**src/hdl/bmpfb_pkg.sv**
```systemverilog
// bmpfb_pkg: shared types and constants of the bmp24 centred framebuffer blit core
// request and response payload structs, header layout, queue sizing
// no dependencies
`timescale 1ns / 1ps

package bmpfb_pkg;

   localparam int SCREEN_WIDTH_DEF  = 800;
   localparam int SCREEN_HEIGHT_DEF = 480;

   // header layout, fixed by the file format
   localparam int HEADER_BYTES = 54;
   localparam int HDR_CNT_W    = $clog2(HEADER_BYTES);
   localparam int WIDTH_LO     = 18;
   localparam int HEIGHT_LO    = 22;

   // screen coordinates up to 4095 fit in twelve bits
   localparam int COORD_W     = 12;
   localparam int SCR_DIM_W   = 13;
   localparam int ADDR_W      = 19;
   localparam int PIXEL_W     = 24;
   localparam int QUEUE_DEPTH = 2;

   typedef struct packed {
      logic [7:0] data_byte;
      logic       file_start;
   } req_type;

   typedef struct packed {
      logic [ADDR_W-1:0]  fb_address;
      logic [PIXEL_W-1:0] pixel_value;
      logic               size_error;
      logic               last_pixel;
   } rsp_type;

   // classified request handed from parser to address stage
   typedef struct packed {
      logic               is_error;
      logic               last;
      logic [PIXEL_W-1:0] pixel;
      logic [COORD_W-1:0] row;
      logic [COORD_W-1:0] col;
   } evt_type;

   localparam int EVT_W = $bits(evt_type);
   localparam int RSP_W = $bits(rsp_type);

endpackage

```
**src/hdl/bmpfb_fifo.sv**
```systemverilog
// bmpfb_fifo: small register queue with full/empty flags
// depends on nothing but its parameters
`timescale 1ns / 1ps

module bmpfb_fifo #(
   parameter int WIDTH = 8,
   parameter int DEPTH = 2
) (
   input  logic             clock,
   input  logic             reset,
   input  logic             push,
   input  logic [WIDTH-1:0] push_data,
   output logic             full,
   input  logic             pop,
   output logic [WIDTH-1:0] pop_data,
   output logic             empty
);

   localparam int PTR_W = (DEPTH > 1) ? $clog2(DEPTH) : 1;
   localparam int CNT_W = $clog2(DEPTH + 1);

   logic [WIDTH-1:0] mem_ff [DEPTH];
   logic [PTR_W-1:0] wr_ptr_ff, wr_ptr_in;
   logic [PTR_W-1:0] rd_ptr_ff, rd_ptr_in;
   logic [CNT_W-1:0] cnt_ff, cnt_in;
   logic             do_push, do_pop;

   assign full     = (cnt_ff == CNT_W'(DEPTH));
   assign empty    = (cnt_ff == '0);
   assign pop_data = mem_ff[rd_ptr_ff];
   assign do_push  = push && !full;
   assign do_pop   = pop && !empty;

   always_comb begin
      wr_ptr_in = wr_ptr_ff;
      rd_ptr_in = rd_ptr_ff;
      cnt_in    = cnt_ff;
      if (do_push) begin
         wr_ptr_in = (wr_ptr_ff == PTR_W'(DEPTH - 1)) ? '0 : wr_ptr_ff + PTR_W'(1);
      end
      if (do_pop) begin
         rd_ptr_in = (rd_ptr_ff == PTR_W'(DEPTH - 1)) ? '0 : rd_ptr_ff + PTR_W'(1);
      end
      if (do_push && !do_pop) begin
         cnt_in = cnt_ff + CNT_W'(1);
      end else if (do_pop && !do_push) begin
         cnt_in = cnt_ff - CNT_W'(1);
      end
   end

   always_ff @(posedge clock) begin
      if (reset) begin
         wr_ptr_ff <= '0;
         rd_ptr_ff <= '0;
         cnt_ff    <= '0;
      end else begin
         wr_ptr_ff <= wr_ptr_in;
         rd_ptr_ff <= rd_ptr_in;
         cnt_ff    <= cnt_in;
      end
   end

   always_ff @(posedge clock) begin
      if (do_push) begin
         mem_ff[wr_ptr_ff] <= push_data;
      end
   end

endmodule

```
**src/hdl/bmpfb_front.sv**
```systemverilog
// bmpfb_front: byte parser, reads the header, skips row padding, gathers pixels
// and tracks the screen position; emits pixel and size-error events
// depends on bmpfb_pkg
`timescale 1ns / 1ps

module bmpfb_front
   import bmpfb_pkg::*;
#(
   parameter int SCREEN_WIDTH  = SCREEN_WIDTH_DEF,
   parameter int SCREEN_HEIGHT = SCREEN_HEIGHT_DEF
) (
   input  logic    clock,
   input  logic    reset,
   input  logic    accept,
   input  req_type req_data,
   output logic    evt_push,
   output evt_type evt_data
);

   localparam int CW = (SCREEN_WIDTH > 1) ? $clog2(SCREEN_WIDTH) : 1;
   localparam int WW = $clog2(SCREEN_WIDTH + 1);
   localparam int RW = (SCREEN_HEIGHT > 1) ? $clog2(SCREEN_HEIGHT) : 1;
   localparam int HW = $clog2(SCREEN_HEIGHT + 1);
   localparam int HALF_W = SCREEN_WIDTH / 2;
   localparam int HALF_H = SCREEN_HEIGHT / 2;

   logic [HDR_CNT_W-1:0] hdr_cnt_ff, hdr_cnt_in, s_hdr_cnt;
   logic                 hdr_done_ff, hdr_done_in, s_hdr_done;
   logic [31:0]          width_ff, width_in, s_width;
   logic [31:0]          height_ff, height_in, s_height;
   logic [CW-1:0]        col_cnt_ff, col_cnt_in, s_col_cnt;
   logic [HW-1:0]        row_cnt_ff, row_cnt_in, s_row_cnt;
   logic [1:0]           phase_ff, phase_in, s_phase;
   logic [1:0]           pad_ff, pad_in, s_pad;
   logic                 rejected_ff, rejected_in, s_rejected;
   logic [7:0]           blue_ff, blue_in;
   logic [7:0]           green_ff, green_in;
   logic [CW-1:0]        col0_ff, col0_in;
   logic [CW-1:0]        scr_col_ff, scr_col_in;
   logic [RW-1:0]        scr_row_ff, scr_row_in;

   logic [7:0]     b;
   logic [1:0]     sel;
   logic [WW-1:0]  w_n;
   logic [HW-1:0]  h_n;
   logic           bad_size;
   logic           row_end;
   logic           ev_valid;
   evt_type        ev;

   assign b = req_data.data_byte;

   always_comb begin
      // a file_start byte sees cleared parser state
      s_hdr_cnt  = req_data.file_start ? '0 : hdr_cnt_ff;
      s_hdr_done = req_data.file_start ? 1'b0 : hdr_done_ff;
      s_width    = req_data.file_start ? '0 : width_ff;
      s_height   = req_data.file_start ? '0 : height_ff;
      s_col_cnt  = req_data.file_start ? '0 : col_cnt_ff;
      s_row_cnt  = req_data.file_start ? '0 : row_cnt_ff;
      s_phase    = req_data.file_start ? '0 : phase_ff;
      s_pad      = req_data.file_start ? '0 : pad_ff;
      s_rejected = req_data.file_start ? 1'b0 : rejected_ff;

      hdr_cnt_in  = s_hdr_cnt;
      hdr_done_in = s_hdr_done;
      width_in    = s_width;
      height_in   = s_height;
      col_cnt_in  = s_col_cnt;
      row_cnt_in  = s_row_cnt;
      phase_in    = s_phase;
      pad_in      = s_pad;
      rejected_in = s_rejected;
      blue_in     = blue_ff;
      green_in    = green_ff;
      col0_in     = col0_ff;
      scr_col_in  = scr_col_ff;
      scr_row_in  = scr_row_ff;

      sel      = '0;
      bad_size = 1'b0;
      row_end  = 1'b0;
      ev_valid = 1'b0;
      ev       = '0;

      w_n = s_width[WW-1:0];
      h_n = s_height[HW-1:0];

      if (!s_hdr_done) begin
         if (s_hdr_cnt >= HDR_CNT_W'(WIDTH_LO) && s_hdr_cnt < HDR_CNT_W'(WIDTH_LO + 4)) begin
            sel = 2'(s_hdr_cnt - HDR_CNT_W'(WIDTH_LO));
            width_in[{sel, 3'b000} +: 8] = b;
         end else if (s_hdr_cnt >= HDR_CNT_W'(HEIGHT_LO) &&
                      s_hdr_cnt < HDR_CNT_W'(HEIGHT_LO + 4)) begin
            sel = 2'(s_hdr_cnt - HDR_CNT_W'(HEIGHT_LO));
            height_in[{sel, 3'b000} +: 8] = b;
         end
         hdr_cnt_in = s_hdr_cnt + HDR_CNT_W'(1);
         if (s_hdr_cnt == HDR_CNT_W'(HEADER_BYTES - 1)) begin
            hdr_done_in = 1'b1;
            bad_size = (width_in == '0) || (height_in == '0) ||
                       (width_in > 32'(SCREEN_WIDTH)) || (height_in > 32'(SCREEN_HEIGHT));
            w_n = width_in[WW-1:0];
            h_n = height_in[HW-1:0];
            // left column and bottom screen row of the centred picture
            col0_in    = CW'(WW'(HALF_W) - (w_n >> 1));
            scr_col_in = CW'(WW'(HALF_W) - (w_n >> 1));
            scr_row_in = RW'(HW'(HALF_H) + h_n - (h_n >> 1) - HW'(1));
            if (bad_size) begin
               rejected_in = 1'b1;
               ev_valid    = 1'b1;
               ev.is_error = 1'b1;
            end
         end
      end else if (!s_rejected && s_row_cnt < h_n) begin
         if (s_pad != 2'd0) begin
            pad_in = s_pad - 2'd1;
         end else begin
            unique case (s_phase)
               2'd0: begin
                  blue_in  = b;
                  phase_in = 2'd1;
               end
               2'd1: begin
                  green_in = b;
                  phase_in = 2'd2;
               end
               default: begin
                  phase_in = 2'd0;
                  row_end  = (WW'(s_col_cnt) + WW'(1) == w_n);
                  ev_valid = 1'b1;
                  ev.pixel = {b, green_ff, blue_ff};
                  ev.row   = COORD_W'(scr_row_ff);
                  ev.col   = COORD_W'(scr_col_ff);
                  ev.last  = row_end && (s_row_cnt + HW'(1) == h_n);
                  if (row_end) begin
                     col_cnt_in = '0;
                     row_cnt_in = s_row_cnt + HW'(1);
                     pad_in     = w_n[1:0];
                     scr_col_in = col0_ff;
                     scr_row_in = scr_row_ff - RW'(1);
                  end else begin
                     col_cnt_in = s_col_cnt + CW'(1);
                     scr_col_in = scr_col_ff + CW'(1);
                  end
               end
            endcase
         end
      end
   end

   assign evt_push = accept && ev_valid;
   assign evt_data = ev;

   always_ff @(posedge clock) begin
      if (reset) begin
         hdr_cnt_ff  <= '0;
         hdr_done_ff <= 1'b0;
         width_ff    <= '0;
         height_ff   <= '0;
         col_cnt_ff  <= '0;
         row_cnt_ff  <= '0;
         phase_ff    <= '0;
         pad_ff      <= '0;
         rejected_ff <= 1'b0;
      end else if (accept) begin
         hdr_cnt_ff  <= hdr_cnt_in;
         hdr_done_ff <= hdr_done_in;
         width_ff    <= width_in;
         height_ff   <= height_in;
         col_cnt_ff  <= col_cnt_in;
         row_cnt_ff  <= row_cnt_in;
         phase_ff    <= phase_in;
         pad_ff      <= pad_in;
         rejected_ff <= rejected_in;
      end
   end

   always_ff @(posedge clock) begin
      if (accept) begin
         blue_ff    <= blue_in;
         green_ff   <= green_in;
         col0_ff    <= col0_in;
         scr_col_ff <= scr_col_in;
         scr_row_ff <= scr_row_in;
      end
   end

endmodule

```
**src/hdl/bmpfb_back.sv**
```systemverilog
// bmpfb_back: turns queued events into framebuffer writes, row * width + column,
// and holds them in the response queue
// depends on bmpfb_pkg, bmpfb_fifo
`timescale 1ns / 1ps

module bmpfb_back
   import bmpfb_pkg::*;
#(
   parameter int SCREEN_WIDTH = SCREEN_WIDTH_DEF
) (
   input  logic    clock,
   input  logic    reset,
   input  logic    evt_empty,
   input  evt_type evt_data,
   output logic    evt_pop,
   input  logic    pop,
   output logic    empty,
   output rsp_type rsp_data
);

   localparam int PW = COORD_W + SCR_DIM_W;

   logic [PW-1:0]    addr_wide;
   rsp_type          rsp_next;
   logic             out_full;
   logic [RSP_W-1:0] out_bits;

   assign addr_wide = PW'(evt_data.row) * PW'(SCREEN_WIDTH) + PW'(evt_data.col);

   always_comb begin
      rsp_next.fb_address  = addr_wide[ADDR_W-1:0];
      rsp_next.pixel_value = evt_data.pixel;
      rsp_next.size_error  = evt_data.is_error;
      rsp_next.last_pixel  = evt_data.last;
   end

   assign evt_pop  = !evt_empty && !out_full;
   assign rsp_data = rsp_type'(out_bits);

   bmpfb_fifo #(
      .WIDTH(RSP_W),
      .DEPTH(QUEUE_DEPTH)
   ) u_out_q (
      .clock    (clock),
      .reset    (reset),
      .push     (evt_pop),
      .push_data(rsp_next),
      .full     (out_full),
      .pop      (pop),
      .pop_data (out_bits),
      .empty    (empty)
   );

endmodule

```
**src/hdl/bmp24_centered_framebuffer_blit_core.sv**
```systemverilog
// bmp24 centred framebuffer blit: one file byte per cycle in while full is low, pixel writes out
// throughput: one request per cycle while full is low; at most one write per three pixel bytes
// path of a write from its last byte to the response side: parser, event queue,
// address multiply into the response queue; a full response queue holds it back
// reset: synchronous, clears parser and both queues; parsing starts at header byte 0
// depends on bmpfb_pkg, bmpfb_front, bmpfb_back, bmpfb_fifo
`timescale 1ns / 1ps

module bmp24_centered_framebuffer_blit_core
   import bmpfb_pkg::*;
#(
   parameter int SCREEN_WIDTH  = SCREEN_WIDTH_DEF,
   parameter int SCREEN_HEIGHT = SCREEN_HEIGHT_DEF
) (
   input  logic    clock,
   input  logic    reset,
   input  logic    push,
   output logic    full,
   input  req_type req_data,
   output logic    empty,
   input  logic    pop,
   output rsp_type rsp_data
);

   logic             accept;
   logic             evt_push;
   evt_type          evt_in;
   logic             evt_pop;
   logic             evt_empty;
   logic [EVT_W-1:0] evt_bits;

   assign accept = push && !full;

   bmpfb_front #(
      .SCREEN_WIDTH (SCREEN_WIDTH),
      .SCREEN_HEIGHT(SCREEN_HEIGHT)
   ) u_front (
      .clock   (clock),
      .reset   (reset),
      .accept  (accept),
      .req_data(req_data),
      .evt_push(evt_push),
      .evt_data(evt_in)
   );

   // decoupling queue between parser and address stage
   bmpfb_fifo #(
      .WIDTH(EVT_W),
      .DEPTH(QUEUE_DEPTH)
   ) u_evt_q (
      .clock    (clock),
      .reset    (reset),
      .push     (evt_push),
      .push_data(evt_in),
      .full     (full),
      .pop      (evt_pop),
      .pop_data (evt_bits),
      .empty    (evt_empty)
   );

   bmpfb_back #(
      .SCREEN_WIDTH(SCREEN_WIDTH)
   ) u_back (
      .clock    (clock),
      .reset    (reset),
      .evt_empty(evt_empty),
      .evt_data (evt_type'(evt_bits)),
      .evt_pop  (evt_pop),
      .pop      (pop),
      .empty    (empty),
      .rsp_data (rsp_data)
   );

endmodule
```
**config.mk**
```make
export PLATFORM = sky130hd
export DESIGN_NAME = bmp24_centered_framebuffer_blit_core
export DESIGN_NICKNAME = d
export VERILOG_FILES = /design/src/hdl/bmpfb_pkg.sv /design/src/hdl/bmpfb_fifo.sv /design/src/hdl/bmpfb_front.sv /design/src/hdl/bmpfb_back.sv /design/src/hdl/bmp24_centered_framebuffer_blit_core.sv
export SDC_FILE = /design/constraint.sdc
export NUM_CORES = 1
export LEC_CHECK = 0
export ABC_AREA = 1
export BUFFER_PORTS_ARGS = -buffer_cell sky130_fd_sc_hd__buf_4
export CAP_MARGIN = 20
export CORE_UTILIZATION = 57
export CTS_CLUSTER_DIAMETER = 80
export DETAILED_ROUTE_END_ITERATION = 8
export PLACE_DENSITY = 0.77
export SLEW_MARGIN = 15
export SYNTH_ARGS = -nofsm -noshare
export SYNTH_HDL_FRONTEND = slang
export SYNTH_HIERARCHICAL = 1
export SYNTH_SLANG_ARGS = --single-unit
```
**constraint.sdc**
```tcl
create_clock -name clock -period 6.3 [get_ports clock]
set_clock_uncertainty 0.15 [all_clocks]
set_input_delay 1.26 -clock clock [delete_from_list [all_inputs] [get_ports clock]]
set_output_delay 1.26 -clock clock [all_outputs]
set_load 0.03 [all_outputs]
```
==> results of run 1 <==
## power groups by stage
stage / combinational, uW / clock [uW] / sequential (uW)
floorplan: 376 / 0 / 2460
global placement: 481 / 0 / 2470
detailed placement: 489 / 0 / 2470
CTS: 491 / 2080 / 2420
global route: 545 / 2160 / 2420
finish: 497 / 2020 / 2420
## metal layers
metal | GRT usage (%) | share of wire (%) | vias to the layer above
met5 | 0 | 0 | -
met3 | 4.04 | 6.5 | 108
met4 | 10.0 | 3.3 | 0
li1 | - | - | 7425
met2 | 43.5 | 48 | 529
met1 | 32.5 | 42 | 6919
## flip-flops by register name, summed over array words and instances (netlist names), 2 cells and up, named ones only
| name | count |
|---|---|
| u_front/hdr_cnt_ff | 6 |
| u_front/green_ff | 8 |
| u_front/col0_ff | 10 |
| u_front/scr_row_ff | 9 |
| u_front/blue_ff | 8 |
| u_front/width_ff | 32 |
| u_front/pad_ff | 2 |
| u_back/u_out_q/cnt_ff | 2 |
| u_front/height_ff | 32 |
| u_front/row_cnt_ff | 9 |
| u_front/phase_ff | 2 |
| u_front/col_cnt_ff | 10 |
| u_back/u_out_q/mem_ff | 90 |
| u_evt_q/cnt_ff | 2 |
| u_evt_q/mem_ff | 100 |
| u_front/scr_col_ff | 10 |
## kinds of logic (layout without fill, tap and decap cells)
logic type,count (synthesis),after routing
compound gates,312,312
xor+xnor,38,38
other cells,1,5
fa+ha+maj,90,90
mux,95,95
flops,340,340
buf+inv,451,519
simple gates,919,919
## critical path, delay by kind of cell
family | cells | cell delay, ns
and+or+nand+nor | 12 | 1.71
buffers and inverters | 7 | 1.35
AOI/OAI and AO/OA | 3 | 0.41
adders and majority gates | 2 | 0.75
## layout make-up
class / instances / area (sq um)
Timing Repair Buffer: 81 / 633
Inverter: 372 / 1400
Multi-Input combinational cell: 1459 / 8660
Tap cell: 448 / 561
Clock buffer: 42 / 933
Sequential cell: 340 / 9160
Fill cell: 2708 / 12200
Clock inverter: 24 / 195
## per-stage QoR
stage | worst slack, ns | std cells | cell area (sq um) | hold WS (ns) | power (uW)
after floorplan | -0.0265 | 2250 | 19700 | 0.295 | 2840
after global placement | 0.837 | 2700 | 20400 | 0.306 | 2950
after detailed placement | 0.712 | 2700 | 20400 | 0.311 | 2960
after CTS | 1.24 | 2766 | 21500 | 0.320 | 4990
after global routing | 0.745 | 2766 | 21500 | 0.363 | 5120
final | 1.15 | 2766 | 21500 | 0.317 | 4940
## final timing paths
check        slack, ns  cells past startpoint                                from                          endpoint
max reg2reg       1.73                     19  u_front/hdr_cnt_ff[3]$_SDFFE_PP0P_   u_evt_q/mem_ff[0][22]$_DFFE_PP_
min               0.32                      2    u_front/phase_ff[0]$_SDFFE_PP0P_  u_front/phase_ff[0]$_SDFFE_PP0P_
min reg2reg       0.32                      2    u_front/phase_ff[0]$_SDFFE_PP0P_  u_front/phase_ff[0]$_SDFFE_PP0P_
max               1.15                     24                         req_data[0]    u_evt_q/cnt_ff[1]$_SDFFE_PP0P_
## layout by cell type (no fill, tap or decap), types with 6 or more instances in the layout
master     synthesis  final
a21oi_1           95     95
a31oi_1            6      6
buf_4             10     79
clkbuf_16          0     36
clkinv_1           5     14
clkinv_2           0      6
dfxtp_1          105    103
edfxtp_1         235    235
fa_1               9      9
ha_1              81     81
inv_1            357    357
inv_2             10     11
mux2_4            90     90
nand2_1          424    424
nand2_2           15     15
nand3_1           98     98
nand3_2            7      7
nand3b_1           8      8
nand4_1           24     24
nor2_1           286    282
nor2_2            13     13
nor2_4             6     10
nor3_1            22     22
o211ai_1          24     24
o21a_1             6      6
o21ai_0          147    147
o21ai_1            8      8
o21ai_2            7      7
xor2_1            32     32
==> reports/metrics.yaml, run 1 <==
status: "complete, no violations"
critPathMaxStageDelay_ns: 0.42
dominantRegCellSynth: "edfxtp_1"
clkSinkCount: 340
place.detailed.hpwl_microns: 31200
synth_mux_area_share_pct: 7.15
yosys-top-cells-area: "edfxtp_1 (36%), dfxtp_1 (11%), nand2_1 (8.1%)"
post_synth.cell_area_avg_sq_um: 8.77
vias_per_cell: 5.42
post_synth_and_or_nand_nor_area_fraction_pct: 20.0
ctsResizeCount: 0
timing.critical_path.cells: "buf_4 -> inv_2 -> nand2_2 -> inv_1 -> ha_1 -> clkinv_1 -> nor2_2 -> o21ai_0 -> nor2_1 -> nand2_1 -> nor2_1 -> nand3_1 -> nor2_1 -> nand2_1 -> nand3_1 -> o21ai_1 -> o21ai_2 -> inv_1 -> ha_1 -> inv_1 -> nand3_1 -> nand2_1 -> inv_1 -> nor2_1"
io-pin-count: 60
netlist_top_cells_count: "nand2_1 (424), inv_1 (357), nor2_1 (286)"
grtUsageTotal_pct: 25.5
postRouteAntennaNets: 0
worst_path_maximum_fanout: 16
relative_contribution_of_combinational_cells_to_total_power_pct: 10.1
static-leakage-power_uw: 0.00966
drt_pre_antenna_iters: 6
grt_overflow_total: 0
cts_buffer_depth: 3
gp_congestion: 0.967
fp.dieArea_sq_mm: 0.0353
core_area_sq_mm: 0.0338
p_int_uw: 3730
cts_hold_buffers: 0
first_global_vias: 14625
part_of_the_total_power_dissipated_in_sequential_elements_pct: 49.0
period_share_pct: 81.8
max_freq_mhz: 194
finish.net_count: 2393
drtIter0Drc: 1296
worst_slew_pin_slew_ns: 0.968
timing.final.setup_violations: 0
synthDominantCellAreaShare_pct: 35.8
period_needed_ns: 5.15
critPathRequiredTime_ns: 6.62
main_combinational_cell_family_by_area_after_synthesis: "simple AND/OR/NAND/NOR gates"
final_count_of_hold_timing_violations: 0
power.share.clock_pct: 41.0
post-synth-top-count-cell: "nand2_1"
tritoncts: "built"
cp_data_arrival_time_ns: 5.47
detail_route.drc_violations: 0
power_switching_share_pct: 24.6
initial_core_util_pct: 58.3
clock_pin_slew_on_the_worst_setup_and_hold_paths_ns: 0.06
area_overhead_of_the_layout_relative_to_synthesis_pct: 9.41
netlist-cell-type-count: 54
synthCells: 2246
synth_adder_area_share_pct: 6.06
worst_path_max_delay_cell: "inv_1"
xor_and_xnor_area_share_after_synthesis_pct: 1.73
syn_area_sq_mm: 0.0197
layout.core_utilization_pct: 63.8
setup.worst_path.end_class: "flop"
number_of_flops_mapped_to_enable_cells_by_yosys: 235
io_buffer_count: 59
power.net_switching_uw: 1210
async_reset_ff_share_pct: 0
synth_top_area_cell: "edfxtp_1"
via_count: 14981
number_of_rows_in_the_core_area: 67
antenna-diode-count: 0
tritoncts.num_buffers: 36
min_path_type: "reg -> reg"
grt_max_degree: 99
synth_warnings: 6
ir_worst_vdd_mv: 0.182
grt_antenna_before_repair: 0
cts_htree_levels: 2
finalMaxSlewViolations: 0
grt_first_pass_wirelength_microns: 72500
power_per_cell_area_mw_per_mm2: 229
ctsRootBufferMaster: "clkbuf_16"
grt_setup_unrepaired: "false"
postCtsSetupRepairBufs: 0
ys_seq_area_share_pct: 46.5
synth_compound_area_share_pct: 8.78
startpoint_type: "input pin"
drive_gt1_share_pct: 13.1
route.detailed.wl_per_inst_microns: 16.1
maxSlewHeadroom_pct: 35.4
final.setup.tns_ns: 0
clk_latency_ns: 0.53
yosys_register_bits: 340
finalWirelength_microns: 44500
crit_type: "in -> reg"
maxCapViolCount: 0
die_w_microns: 188
die_height_microns: 188
No activity file was read; power rests on OpenSTA's default activity.
==> run 2, diff against run 1 <==
Settings changed: CORE_UTILIZATION 57 to 63, PLACE_DENSITY 0.77 to 0.81.
Clock period 6.3 ns to 4.8 ns, I/O delays scaled along.
==> run 2 against run 1 <==
Compared with the run above:
- setup slack worse by 0.63 ns
- utilization increased by 7.2 points
- die area shrank 9.4%
- critical path type is now reg -> reg
- largest cell class unchanged
- combinational power is 31% higher
- sequential power up 32%
- final area increased by 1.1%
- first-iteration DRC count up 36%
==> reports/metrics.yaml, run 2 (synthesis results as in run 1) <==
vias_per_cell: 5.68
most_frequent_standard_cell_in_the_layout_excluding_fill_and_tap_cells: "nand2_1"
gp_congestion: 0.976
timing.final.setup_violations: 0
timing.hold.worst.start: "u_front/phase_ff[0]$_SDFFE_PP0P_"
clock_pin_slew_on_the_worst_setup_and_hold_paths_ns: 0.06
final_cell_mix: "nand2_1 (424), inv_1 (357), nor2_1 (282), edfxtp_1 (235), o21ai_0 (147)"
crit_type: "reg -> reg"
reg_top3: "u_evt_q/mem_ff: 100 flops, u_back/u_out_q/mem_ff: 90 flops"
top_register: "u_evt_q/mem_ff"
postRouteAntennaNets: 0
hold_path_end: "u_front/phase_ff[0]$_SDFFE_PP0P_"
final.hold.worst_slack_ns: 0.330
drt_pre_antenna_iters: 6
period_share_pct: 89.1
clkSinkCount: 340
status: "complete, no violations"
tritoncts: "built"
antenna-diode-count: 0
ir_worst_vdd_mv: 0.287
die_w_microns: 179
cts_hold_buffers: 0
clk_latency_ns: 0.54
area_overhead_of_the_layout_relative_to_synthesis_pct: 10.6
final_count_of_hold_timing_violations: 0
static-leakage-power_uw: 0.00981
largest_register_ffs: 100
setup.worst_path.end_class: "flop"
maxSlewHeadroom_pct: 31.9
worst_path_maximum_fanout: 17
place.detailed.hpwl_microns: 32900
grt_antenna_before_repair: 0
setup_ws_ns: 0.522
core_area_sq_mm: 0.0307
ff2ff_path_depth: 16
initial_core_util_pct: 64.2
grt_max_degree: 72
drive_gt1_share_pct: 14.0
fp.dieArea_sq_mm: 0.0320
count_of_cells_along_the_worst_hold_path: 2
grt_setup_unrepaired: "false"
cp_data_arrival_time_ns: 4.40
max_freq_mhz: 234
min_path_type: "reg -> reg"
first_global_vias: 14766
ctsResizeCount: 0
reg2reg_setup_slack_ns: 0.52
reg2reg_to: "u_back/u_out_q/mem_ff[0][44]$_DFFE_PP_"
cts_htree_levels: 2
finalMaxSlewViolations: 0
critPathRequiredTime_ns: 4.92
finish.net_count: 2416
maxCapViolCount: 0
period_needed_ns: 4.28
power_per_cell_area_mw_per_mm2: 309
pre_cts_ws_ns: 0.167
grt_first_pass_wirelength_microns: 75100
detail_route.drc_violations: 0
number_of_rows_in_the_core_area: 64
worst_slew_pin_slew_ns: 1.02
grtUsageTotal_pct: 30.2
cts_buffer_depth: 3
postCtsSetupRepairBufs: 0
io_buffer_count: 59
tritoncts.num_buffers: 36
finalWirelength_microns: 47600
route.detailed.wl_per_inst_microns: 17.4
via_count: 15530
startpoint_type: "flop"
ctsRootBufferMaster: "clkbuf_16"
grt_overflow_total: 0
io-pin-count: 60
die_height_microns: 179
drtIter0Drc: 1764
run 2: final cells by class:
class / count / area (sq um)
sequential: 340 / 9160
inverter: 372 / 1400
fill: 2269 / 8900
timing repair buffer: 104 / 831
tap: 396 / 495
clock buffer: 47 / 952
multi-input combinational: 1459 / 8660
clock inverter: 17 / 270
run 2: worst max-delay path, cell delays in order (launching register included):
cell and delay (ns):
dfxtp_4 0.55, mux2_4 0.37, ha_1 0.32, ha_1 0.32, fa_1 0.48, ha_1 0.40, xor2_1 0.19, ha_1 0.35
nand2_1 0.09, nor2_1 0.09, nand2_1 0.06, o211ai_1 0.14, nand2_2 0.14, nor2_4 0.14, nand2_1 0.06, nand2_1 0.06
nand2_1 0.07
run 2: worst max-delay path by stage:
| stage | start | endpoint | slack [ns] | cells after the start |
|---|---|---|---|---|
| 2_1_floorplan | req_data[0] | u_evt_q/mem_ff[0][0]$_DFFE_PP_ | -0.40 | 22 |
| 3_3_place_gp | req_data[0] | u_evt_q/cnt_ff[1]$_SDFFE_PP0P_ | 0.28 | 27 |
| 3_5_place_dp | req_data[0] | u_evt_q/cnt_ff[1]$_SDFFE_PP0P_ | 0.17 | 27 |
| 4_1_cts | flop | u_back/u_out_q/mem_ff[0][44]$_DFFE_PP_ | 0.53 | 16 |
| 5_1_grt | req_data[0] | u_evt_q/cnt_ff[1]$_SDFFE_PP0P_ | 0.26 | 27 |
| 6_report | flop | u_back/u_out_q/mem_ff[0][44]$_DFFE_PP_ | 0.52 | 16 |
run 2: metrics by stage:
step                      total power [uW]  utilization [%]  std cells  area [sq um]  setup TNS, ns
after global routing                  6960             71.0       2735         21800              0
final                                 6720             71.0       2735         21800              0
after floorplan                       3730                -       2250         19700         -39.55
after global placement                3880             67.0       2671         20500              0
after CTS                             6760             71.0       2735         21800              0
after detailed placement              3890             67.0       2671         20500              0
run 2: layer usage:
layer	vias up	global-route usage (%)	wire [microns]
li1	7467	-	-
met1	7198	38.8	19500
met2	729	51.7	23000
met3	136	3.90	3590
met4	0	12.0	1600
met5	-	0	0
run 2: power by group:
group	leakage [uW]	internal (uW)	switching, uW	total [uW]
Sequential	0.00299	3150	40.9	3190
Clock	0.000579	1740	1140	2880
Combinational	0.00624	236	417	653
